**src/rtl/ste_pkg.sv**
```systemverilog
// ----------------------------------------------------------------------------
// ste_pkg: sinusoidal timestep embedding shared definitions
// Widths, fixed-point constants, the frequency table and the record types
// that travel down the embedding pipeline.
// ----------------------------------------------------------------------------
package ste_pkg;

  localparam int CHANNELS = 320;
  localparam int HALF_CH  = CHANNELS / 2;
  localparam int IDX_W    = $clog2(HALF_CH);

  localparam int STEP_W   = 10;
  localparam int IDX_IN_W = 8;
  localparam int VAL_W    = 16;

  localparam int ENTRY_W  = 32;
  localparam int F_W      = 30;
  localparam int HPI_W    = 31;
  localparam int X_W      = 31;
  localparam int X2_W     = 32;
  localparam int T_W      = 31;
  localparam int P_W      = 32;
  localparam int Q0_W     = 32;
  localparam int SUM_W    = 34;
  localparam int Q14_W    = 15;
  localparam int DIV_W    = 8;
  localparam int RCP_W    = 32;

  localparam int NTERMS   = 7;
  localparam int NSTG     = 4 + 3 * NTERMS;

  localparam logic [63:0] LN10000_Q32 = (64'd9 << 32)
    + ((64'd210340371 << 32) / 64'd1000000000)
    + ((64'd976182736 << 32) / 64'd1000000000000000000);
  localparam logic [63:0] LN2_Q32 = (64'd0 << 32)
    + ((64'd693147180 << 32) / 64'd1000000000)
    + ((64'd559945309 << 32) / 64'd1000000000000000000);
  localparam logic [63:0] LN2PI_Q32 = (64'd1 << 32)
    + ((64'd837877066 << 32) / 64'd1000000000)
    + ((64'd409345483 << 32) / 64'd1000000000000000000);
  localparam logic [63:0] HALFPI_Q30 = (64'd1 << 30)
    + ((64'd570796326 << 30) / 64'd1000000000)
    + ((64'd794896619 << 30) / 64'd1000000000000000000);

  localparam logic [HPI_W-1:0] HALFPI = HPI_W'(HALFPI_Q30);
  localparam logic [T_W-1:0]   ONE_T  = T_W'(64'd1 << 30);

  // Divisors of the sine and cosine series terms and their truncated
  // reciprocals in 0.32 form.
  localparam logic [DIV_W-1:0] SIN_DIV [NTERMS] =
    '{8'd6, 8'd20, 8'd42, 8'd72, 8'd110, 8'd156, 8'd210};
  localparam logic [DIV_W-1:0] COS_DIV [NTERMS] =
    '{8'd2, 8'd12, 8'd30, 8'd56, 8'd90, 8'd132, 8'd182};
  localparam logic [RCP_W-1:0] SIN_RCP [NTERMS] = '{
    RCP_W'((64'd1 << 32) / 64'd6),   RCP_W'((64'd1 << 32) / 64'd20),
    RCP_W'((64'd1 << 32) / 64'd42),  RCP_W'((64'd1 << 32) / 64'd72),
    RCP_W'((64'd1 << 32) / 64'd110), RCP_W'((64'd1 << 32) / 64'd156),
    RCP_W'((64'd1 << 32) / 64'd210)};
  localparam logic [RCP_W-1:0] COS_RCP [NTERMS] = '{
    RCP_W'((64'd1 << 32) / 64'd2),   RCP_W'((64'd1 << 32) / 64'd12),
    RCP_W'((64'd1 << 32) / 64'd30),  RCP_W'((64'd1 << 32) / 64'd56),
    RCP_W'((64'd1 << 32) / 64'd90),  RCP_W'((64'd1 << 32) / 64'd132),
    RCP_W'((64'd1 << 32) / 64'd182)};

  typedef enum logic [1:0] {QUAD_0, QUAD_1, QUAD_2, QUAD_3} quad_t;

  typedef struct packed {
    quad_t                    quad;
    logic                     oor;
    logic [X2_W-1:0]          x2;
    logic [T_W-1:0]           ts;
    logic [T_W-1:0]           tc;
    logic signed [SUM_W-1:0]  s;
    logic signed [SUM_W-1:0]  c;
  } ste_acc_t;

  typedef struct packed {
    logic [DIV_W-1:0] ds;
    logic [DIV_W-1:0] dc;
    logic [RCP_W-1:0] ms;
    logic [RCP_W-1:0] mc;
    logic             sub;
  } ste_coef_t;

  typedef struct packed {
    logic busy;
    logic spare;
  } ste_ostat_t;

  typedef logic [ENTRY_W-1:0] rom_t [HALF_CH];

  // Frequency over two pi as a 0.32 fraction of a turn, from exp(-y) built
  // with a Taylor series in Q32 and a power-of-two scale.
  function automatic logic [ENTRY_W-1:0] rom_entry(int idx);
    logic [63:0]        y;
    logic [63:0]        k;
    logic [63:0]        r;
    logic [63:0]        t;
    logic signed [63:0] e;
    y = (LN10000_Q32 * 64'(idx)) / 64'(HALF_CH) + LN2PI_Q32;
    k = y / LN2_Q32;
    r = y - k * LN2_Q32;
    t = 64'd1 << 32;
    e = $signed(t);
    t = ((t * r) >> 32) / 64'd1;  e = e - $signed(t);
    t = ((t * r) >> 32) / 64'd2;  e = e + $signed(t);
    t = ((t * r) >> 32) / 64'd3;  e = e - $signed(t);
    t = ((t * r) >> 32) / 64'd4;  e = e + $signed(t);
    t = ((t * r) >> 32) / 64'd5;  e = e - $signed(t);
    t = ((t * r) >> 32) / 64'd6;  e = e + $signed(t);
    t = ((t * r) >> 32) / 64'd7;  e = e - $signed(t);
    t = ((t * r) >> 32) / 64'd8;  e = e + $signed(t);
    t = ((t * r) >> 32) / 64'd9;  e = e - $signed(t);
    t = ((t * r) >> 32) / 64'd10; e = e + $signed(t);
    t = ((t * r) >> 32) / 64'd11; e = e - $signed(t);
    t = ((t * r) >> 32) / 64'd12; e = e + $signed(t);
    t = ((t * r) >> 32) / 64'd13; e = e - $signed(t);
    t = ((t * r) >> 32) / 64'd14; e = e + $signed(t);
    t = ((t * r) >> 32) / 64'd15; e = e - $signed(t);
    t = ((t * r) >> 32) / 64'd16; e = e + $signed(t);
    if (e < 0) begin
      e = '0;
    end
    if (k == 64'd0 || k > 64'd40) begin
      return '0;
    end
    return ENTRY_W'(($unsigned(e) + (64'd1 << (k - 64'd1))) >> k);
  endfunction

  function automatic rom_t build_rom();
    rom_t tbl;
    for (int i = 0; i < HALF_CH; i++) begin
      tbl[i] = rom_entry(i);
    end
    return tbl;
  endfunction

  localparam rom_t FREQ_ROM = build_rom();

endpackage

```
**src/rtl/ste_if.sv**
```systemverilog


interface ste_out_if;
  import ste_pkg::*;

  logic                    valid;
  logic                    ready;
  logic signed [VAL_W-1:0] cos_value;
  logic signed [VAL_W-1:0] sin_value;

  modport source (output valid, output cos_value, output sin_value, input ready);
  modport sink (input valid, input cos_value, input sin_value, output ready);
endinterface

```
**src/rtl/ste_finish.sv**
```systemverilog
// ----------------------------------------------------------------------------
// ste_finish: rounding, quadrant mapping and output buffer
// Clamps and rounds the series sums to Q2.14, maps them to the phase
// quadrant, and holds results in an output register with one spare entry.
// ----------------------------------------------------------------------------
module ste_finish (
  input  logic               clk,
  input  logic               rst,
  input  logic               last_v,
  input  ste_pkg::ste_acc_t  acc,
  ste_out_if.source          embed,
  output ste_pkg::ste_ostat_t stat
);
  import ste_pkg::*;

  localparam logic signed [SUM_W-1:0] ONE_S = $signed(SUM_W'(64'd1 << 30));

  logic [Q14_W-1:0]        rc;
  logic [Q14_W-1:0]        rs;
  logic signed [VAL_W-1:0] cp;
  logic signed [VAL_W-1:0] sp;
  logic signed [VAL_W-1:0] cos_n;
  logic signed [VAL_W-1:0] sin_n;
  logic                    take;

  logic                    res_valid;
  logic signed [VAL_W-1:0] res_cos;
  logic signed [VAL_W-1:0] res_sin;
  logic                    spare_valid;
  logic signed [VAL_W-1:0] spare_cos;
  logic signed [VAL_W-1:0] spare_sin;

  function automatic logic [Q14_W-1:0] q14(logic signed [SUM_W-1:0] v);
    logic [SUM_W-1:0] cl;
    if (v < 0) begin
      cl = '0;
    end else if (v > ONE_S) begin
      cl = $unsigned(ONE_S);
    end else begin
      cl = $unsigned(v);
    end
    return Q14_W'((cl + SUM_W'(1 << 15)) >> 16);
  endfunction

  always_comb begin
    rc = q14(acc.c);
    rs = q14(acc.s);
    cp = $signed(VAL_W'(rc));
    sp = $signed(VAL_W'(rs));
    unique case (acc.quad)
      QUAD_0: begin
        cos_n = cp;
        sin_n = sp;
      end
      QUAD_1: begin
        cos_n = -sp;
        sin_n = cp;
      end
      QUAD_2: begin
        cos_n = -cp;
        sin_n = -sp;
      end
      QUAD_3: begin
        cos_n = sp;
        sin_n = -cp;
      end
      default: begin
        cos_n = '0;
        sin_n = '0;
      end
    endcase
    if (acc.oor) begin
      cos_n = '0;
      sin_n = '0;
    end
  end

  assign take = !res_valid || embed.ready;

  always_ff @(posedge clk) begin
    if (rst) begin
      res_valid   <= 1'b0;
      spare_valid <= 1'b0;
    end else if (take) begin
      res_valid   <= spare_valid || last_v;
      spare_valid <= 1'b0;
    end else if (last_v && !spare_valid) begin
      spare_valid <= 1'b1;
    end
  end

  always_ff @(posedge clk) begin
    if (take) begin
      res_cos <= spare_valid ? spare_cos : cos_n;
      res_sin <= spare_valid ? spare_sin : sin_n;
    end else if (!spare_valid) begin
      spare_cos <= cos_n;
      spare_sin <= sin_n;
    end
  end

  assign embed.valid     = res_valid;
  assign embed.cos_value = res_cos;
  assign embed.sin_value = res_sin;
  assign stat.busy       = res_valid;
  assign stat.spare      = spare_valid;

endmodule

```
**src/flat_wrapper.sv**
```systemverilog
// flat-port wrapper written by rule: the top's interface ports become plain ports
module ste_finish_flat import ste_pkg::*;
  (clk, rst, last_v, acc, stat, embed_valid, embed_cos_value, embed_sin_value, embed_ready);
  ste_out_if embed_i ();
  input  logic clk;
  input  logic rst;
  input  logic last_v;
  input  ste_pkg::ste_acc_t acc;
  output ste_pkg::ste_ostat_t stat;
  output wire logic [$bits(embed_i.valid)-1:0] embed_valid;
  output wire logic [$bits(embed_i.cos_value)-1:0] embed_cos_value;
  output wire logic [$bits(embed_i.sin_value)-1:0] embed_sin_value;
  input wire logic [$bits(embed_i.ready)-1:0] embed_ready;
  assign embed_valid = embed_i.valid;
  assign embed_cos_value = embed_i.cos_value;
  assign embed_sin_value = embed_i.sin_value;
  assign embed_i.ready = embed_ready;
  ste_finish u_core (.clk(clk), .rst(rst), .last_v(last_v), .acc(acc), .embed(embed_i), .stat(stat));
endmodule
```
**config.mk**
```make
export PLATFORM = sky130hd
export DESIGN_NAME = ste_finish_flat
export DESIGN_NICKNAME = d
export VERILOG_FILES = /design/src/rtl/ste_pkg.sv /design/src/rtl/ste_if.sv /design/src/rtl/ste_finish.sv /design/src/flat_wrapper.sv
export SDC_FILE = /design/constraint.sdc
export NUM_CORES = 1
export LEC_CHECK = 0
export BUFFER_PORTS_ARGS = -buffer_cell sky130_fd_sc_hd__buf_2
export CORE_UTILIZATION = 46
export DETAILED_ROUTE_END_ITERATION = 16
export MAX_ROUTING_LAYER = met4
export PLACE_DENSITY = 0.75
export SLEW_MARGIN = 20
export SYNTH_ARGS = -nofsm -noshare
export SYNTH_HDL_FRONTEND = slang
export SYNTH_SLANG_ARGS = --single-unit
export TNS_END_PERCENT = 20
```
**constraint.sdc**
```tcl
create_clock -name clk -period 8.6 [get_ports clk]
set_input_delay 0.86 -clock clk [delete_from_list [all_inputs] [get_ports clk]]
set_output_delay 0.86 -clock clk [all_outputs]
set_load 0.1 [all_outputs]
```
==> flow_metrics.tcl, run 1 <==
set metrics [dict create \
    status "completed" \
    die_width_um 110.2 \
    hp-class "reg -> reg" \
    min_period_over_period 0.6941 \
    synth_top_area_share 0.3566 \
    yosysWarnings 0 \
    swShare 0.3375 \
    synthFlopType "edfxtp_1" \
    rsz0062_at_grt "no" \
    finalWirelength_um 16620 \
    final_cell_mix "buf_2, nand2_1, edfxtp_1" \
    routedWlPerCell_um 19.60 \
    synth_xor_area_frac 0.05038 \
    synth.area.top_cells "edfxtp_1, nand2_1, nor2_1" \
    cts_resized 0 \
    die_h_um 110.2 \
    synth_mux_area_frac 0.05596 \
    grt_max_degree 68 \
    fp-row-count 39 \
    insertedDiodeCount 0 \
    hpwl_um 12390 \
    layout_commonest_cell "buf_2" \
    cts_sinks 66 \
    cts_hold_buf 0 \
    clock_latency_ns 0.34 \
    slew_violations 0 \
    crit_arrival_ns 6.03 \
    seqPwrFrac 0.358 \
    root_buffer "clkbuf_16" \
    synth-edff-count 64 \
    syn_inst 622 \
    drive_gt1_frac 0.2326 \
    clkTransAtPathRegs_ns 0.05 \
    nets 873 \
    cts_buffers 9 \
    hp-start "u_core.spare_sin[11]$_DFFE_PN_" \
    ir_worst_vdd_v 0.0001570 \
    cp-end-kind "register" \
    grt_pass1_wl_um 25360 \
    syn_area_per_cell_um2 8.664 \
    power_mw 1.066 \
    slew_headroom 0.2921 \
    grt_pass1_vias 4664 \
    rrSetupSlack_ns 6.59 \
    overflow 0 \
    synth_top_family_by_area "simple AND/OR/NAND/NOR gates" \
    min_to "u_core.spare_sin[11]$_DFFE_PN_" \
    power_frac_comb 0.265 \
    syn_nets 795 \
    clockPowerShare 0.377 \
    finClkSkew_ns 0.005058 \
    coreArea_um2 11420 \
    drc_errors 0 \
    cap_violations 0 \
    worst_r2r_endpoint "u_core.embed.sin_value[5]$_DFFE_PP_" \
    antenna_found_initial 0 \
    cp_max_fo 12 \
    start_util 0.4719 \
    hold_violations 0 \
    first_pass_iters 5 \
    synthArstFlopShare 0 \
    htreeDepth 3 \
    p_switching_mw 0.3599 \
    gr-usage-all-layers 0.2911 \
    cp-start-kind "primary input" \
    worst_pin_slew_ns 1.062 \
    vias 5320 \
    fin_crit_ns 5.969 \
    rr_worst_depth 5 \
    clk_path_buf_depth 2 \
    cts_tree "yes" \
    p_leak_nw 2.444 \
    gp_congestion 0.9146 \
    intPower_mw 0.7063 \
    tns_ns 0 \
    syn_to_final_growth_pct 16.23 \
    powerDensity_nw_per_um2 170.2 \
    ant_nets 0 \
    synth_top_cell_by_area "edfxtp_1" \
    synth_compound_area_frac 0.2076 \
    max_freq_ghz 0.1675 \
    synth_simple_gate_area_frac 0.2638 \
    crit_type "in -> reg" \
    avgViaCountPerCell 6.274 \
    ys_seq_elements 66 \
    yosysSeqAreaShare 0.3641 \
    dieArea_um2 12150 \
    finalSetupViolCount 0 \
    synth.distinct_cells 77 \
    holdPathStages 2 \
    port_buffers 109 \
    synth_area_um2 5389 \
    post-cts-setup-buffer-count 0 \
    synthAdderAreaFrac 0.009287 \
    reg2reg_from "u_core.spare_valid$_SDFFE_PP0P_" \
    ioPinCount 204 \
    first_iter_violations 508 \
    cp.required_ns 8.66 \
]
[synth_stat cells, types with 3 or more instances]
library cell and count:
a211oi_1 6, a21o_1 5, a21oi_1 26, a221oi_1 4, a22o_1 8, a22oi_1 4
a31o_2 4, a31oi_1 14, a32o_1 5, and2_1 10, and3_1 3, buf_2 10
buf_4 4, clkbuf_1 30, edfxtp_1 64, ha_1 4, inv_1 11, mux2_2 5
mux2i_1 11, mux4_2 6, nand2_1 85, nand2b_1 5, nand3_1 19, nand3b_1 3
nand4_1 8, nor2_1 61, nor2b_1 3, nor3_1 23, nor4_1 18, nor4b_1 4
o211ai_1 3, o21a_1 5, o21ai_0 31, o21ai_1 3, o22ai_1 6, o311ai_0 6
o31ai_1 9, o41ai_1 3, or2_2 7, or3_1 12, xnor2_1 15, xor2_1 16
[kinds of logic (layout without fill, tap and decap cells)]
group | count (synthesis) | after routing
and+or+nand+nor | 280 | 280
AOI/OAI and AO/OA | 160 | 160
DFF | 66 | 66
buffers and inverters | 59 | 142
xor gates and xnor gates | 31 | 31
muxes | 22 | 22
adders and majority gates | 4 | 4
[sequential cells by signal, indices dropped and copies added, names as in the netlist]
| signal | count |
|---|---|
| u_core.embed.cos_value | 16 |
| u_core.spare_sin | 16 |
| u_core.spare_cos | 16 |
| u_core.embed.valid | 1 |
| u_core.embed.sin_value | 16 |
| u_core.spare_valid | 1 |
[per-stage QoR]
step	instance area, um2	hold slack (ns)	worst slack (ns)	utilization	cells
after floorplan	5389	0.5110	3.701	-	622
final	6264	0.5628	2.631	0.5485	848
after global routing	6264	0.6034	2.372	0.5485	848
after detailed placement	5936	0.5521	2.478	0.5198	832
after global placement	5936	0.5434	2.406	0.5198	832
after CTS	6264	0.5640	2.798	0.5485	848
[cell type report]
cell class                      instances  area (um2)
Clock buffer                           10       239.0
Clock inverter                          6       88.84
Fill cell                            1074        5155
Inverter                               11       41.29
Multi-Input combinational cell        497        3163
Sequential cell                        66        1962
Tap cell                              143       178.9
Timing Repair Buffer                  115       590.6
[worst max path at each step]
stage	startpoint	endpoint	slack, ns
floorplan	acc[25]	u_core.embed.cos_value[6]$_DFFE_PP_	3.70
global route	acc[53]	u_core.spare_cos[15]$_DFFE_PN_	2.37
detailed placement	acc[53]	u_core.embed.cos_value[15]$_DFFE_PP_	2.48
CTS	acc[53]	u_core.embed.cos_value[15]$_DFFE_PP_	2.80
finish	acc[53]	u_core.embed.cos_value[15]$_DFFE_PP_	2.63
global placement	acc[53]	u_core.embed.cos_value[15]$_DFFE_PP_	2.41
[per-layer routing]
layer	part of all wire	vias up	global-route usage
li1	-	2514	-
met1	0.45	2524	0.3924
met2	0.45	254	0.4491
met3	0.075	28	0.03821
met4	0.023	0	0.1062
met5	0	-	-
[worst max-delay path, cell delays in order]
cell       delay [ns]
buf_2            0.18
or4_4            0.57
nor4_4           0.21
a41oi_2          0.20
nor2_1           0.58
and2_1           0.23
ha_1             0.30
nand4b_2         0.30
nor4_1           0.35
a211o_1          0.19
or3b_1           0.43
nor3_1           0.28
o21ai_1          0.24
nor4b_1          0.67
o22ai_1          0.23
a2bb2oi_1        0.19
[power groups by stage]
| stage | logic, mW | clock network (mW) | registers, mW |
|---|---|---|---|
| floorplan | 0.110 | 0 | 0.493 |
| global placement | 0.277 | 0 | 0.387 |
| detailed placement | 0.280 | 0 | 0.388 |
| CTS | 0.280 | 0.407 | 0.382 |
| global route | 0.299 | 0.417 | 0.384 |
| finish | 0.283 | 0.402 | 0.381 |
Note: power is estimated with default switching activity, not from simulation.
==> inputs of run 2 (changes only) <==
ABC_AREA = 1   (was not set)
PLACE_DENSITY = 0.77   (was 0.75)
clock period = 5.3 ns   (was 8.6 ns; I/O delays follow)
==> flow_metrics.tcl, run 2 <==
set metrics [dict create \
    swShare 0.3676 \
    syn_nets 1022 \
    finClkSkew_ns 0.004504 \
    yosysWarnings 0 \
    slew_headroom 0.2544 \
    fp-row-count 40 \
    crit_arrival_ns 3.71 \
    intPower_mw 1.159 \
    syn_to_final_growth_pct 16.71 \
    vias 5928 \
    routedWlPerCell_um 13.51 \
    nets 1118 \
    ioPinCount 204 \
    overflow 0 \
    hp-class "in -> reg" \
    finalSetupViolCount 0 \
    ant_nets 0 \
    yosysMostFrequentCell "nand2_1" \
    synth_top_area_share 0.3368 \
    drive_gt1_frac 0.2084 \
    cp-end-kind "register" \
    p_leak_nw 3.316 \
    insertedDiodeCount 0 \
    power_frac_comb 0.311 \
    fin_ws_ns 1.657 \
    clockPowerShare 0.344 \
    coreArea_um2 12060 \
    seqPwrFrac 0.344 \
    min_period_over_period 0.6873 \
    cts_sinks 66 \
    drc_errors 0 \
    synthArstFlopShare 0 \
    first_pass_iters 7 \
    synth.distinct_cells 43 \
    max_freq_ghz 0.2745 \
    synth_area_um2 5705 \
    power_mw 1.832 \
    clk_path_buf_depth 2 \
    synth_top_cell_by_area "edfxtp_1" \
    dieArea_um2 12850 \
    hold_violations 0 \
    root_buffer "clkbuf_16" \
    port_buffers 109 \
    fin_crit_ns 3.643 \
    cp.required_ns 5.37 \
    layout_commonest_cell "nand2_1" \
    grt_pass1_wl_um 24900 \
    finalWirelength_um 15100 \
    grt_pass1_vias 5299 \
    avgViaCountPerCell 5.302 \
    synthFlopType "edfxtp_1" \
    final_cell_mix "nand2_1, inv_1, buf_2" \
    die_h_um 113.4 \
    cp_max_fo 28 \
    start_util 0.4730 \
    gp_congestion 1.000 \
    yosysSeqAreaShare 0.3439 \
    synthTopCellsByCount "nand2_1, inv_1, nor2_1" \
    syn_inst 849 \
    clock_latency_ns 0.32 \
    cts_tree "yes" \
    gr-usage-all-layers 0.2492 \
    syn_area_per_cell_um2 6.720 \
    grt_max_degree 35 \
    cts_resized 0 \
    hpwl_um 11490 \
    cp-start-kind "primary input" \
    antenna_found_initial 0 \
    synth.area.top_cells "edfxtp_1, nand2_1, nand3_1" \
    post-cts-setup-buffer-count 0 \
    cts_buffers 9 \
    crit_type "in -> reg" \
    rsz0062_at_grt "no" \
    cap_violations 0 \
    slew_violations 0 \
    p_switching_mw 0.6736 \
    clkTransAtPathRegs_ns 0.06 \
    die_width_um 113.4 \
    status "completed" \
    tns_ns 0 \
    htreeDepth 3 \
    cts_hold_buf 0 \
    first_iter_violations 561 \
    place_ws_ns 1.339 \
    powerDensity_nw_per_um2 275.2 \
    worst_pin_slew_ns 1.114 \
    ir_worst_vdd_v 0.0001598 \
    synth-edff-count 64 \
    ys_seq_elements 66 \
]
## run 2: cell count changes in the layout (fill, tap and decap cells not counted), moves of 20 or more
cell     delta
inv_1      +99
nand2_1   +146
nand3_1    +69
nand4_1    +20
nor2_1     +45
o21ai_0    +28
## run 2: final cells by class
class | count | area, um2
multi-input cells | 631 | 3127
fillers | 1185 | 5403
clock inverters | 6 | 90.09
inverters | 124 | 465.4
repair buffers | 113 | 575.6
flip-flops and latches | 66 | 1962
clock buffers | 10 | 229.0
well taps | 168 | 210.2
## run 2: worst paths after layout
path	cells past startpoint	slack (ns)	start	to
setup / recovery	25	1.66	acc[33]	u_core.spare_sin[12]$_DFFE_PN_
hold / removal	2	0.37	rst	u_core.embed.valid$_SDFFE_PP0P_
setup reg to reg	6	3.65	u_core.spare_valid$_SDFFE_PP0P_	u_core.embed.sin_value[4]$_DFFE_PP_
hold reg to reg	2	0.55	u_core.spare_cos[5]$_DFFE_PN_	u_core.spare_cos[5]$_DFFE_PN_
## run 2: cells by family after synthesis
family                     after synthesis  synth area share
and+or+nand+nor                        517            0.4217
buffers and inverters                  152            0.1086
DFF                                     66            0.3439
xor gates and xnor gates                 8           0.01491
AOI/OAI and AO/OA                      102            0.1022
adders and majority gates                4          0.008772
## run 2: critical path, cell delays in order
cell      delay (ns)
buf_2           0.18
nor2_1          0.16
nand3_1         0.10
nor2_2          0.12
nand3_2         0.08
nand2_4         0.24
inv_1           0.15
nor3_1          0.17
ha_1            0.23
nand3_1         0.08
nand2_1         0.20
ha_1            0.20
inv_1           0.05
nor2_1          0.09
nand2_1         0.06
nor2_1          0.13
nand3_1         0.17
nor2_2          0.19
nand3_1         0.12
nand3_1         0.10
nand2_1         0.07
clkinv_1        0.04
nand2_1         0.04
nand2_1         0.10
nand2_1         0.09
## run 2: through the flow
stage	cells	cell area (um2)	utilization	hold slack [ns]
after floorplan	849	5705	-	0.5073
after global placement	1102	6340	0.5256	0.5323
after detailed placement	1102	6340	0.5256	0.5377
after CTS	1118	6659	0.5521	0.3614
after global routing	1118	6659	0.5521	0.3770
final	1118	6659	0.5521	0.3730
## run 2: routing by layer
metal	vias up	track usage	share of wire
li1	2983	-	-
met1	2664	0.3223	0.44
met2	251	0.3992	0.46
met3	30	0.03401	0.077
met4	0	0.09386	0.024
met5	-	-	0
## run 2: power by group through the flow
stage               Clock (mW)  Sequential, mW  Combinational, mW
floorplan                    0           0.854              0.234
global placement             0           0.641              0.557
detailed placement           0           0.642              0.562
CTS                      0.637           0.632              0.564
global route             0.663           0.634              0.612
finish                   0.631           0.631              0.570
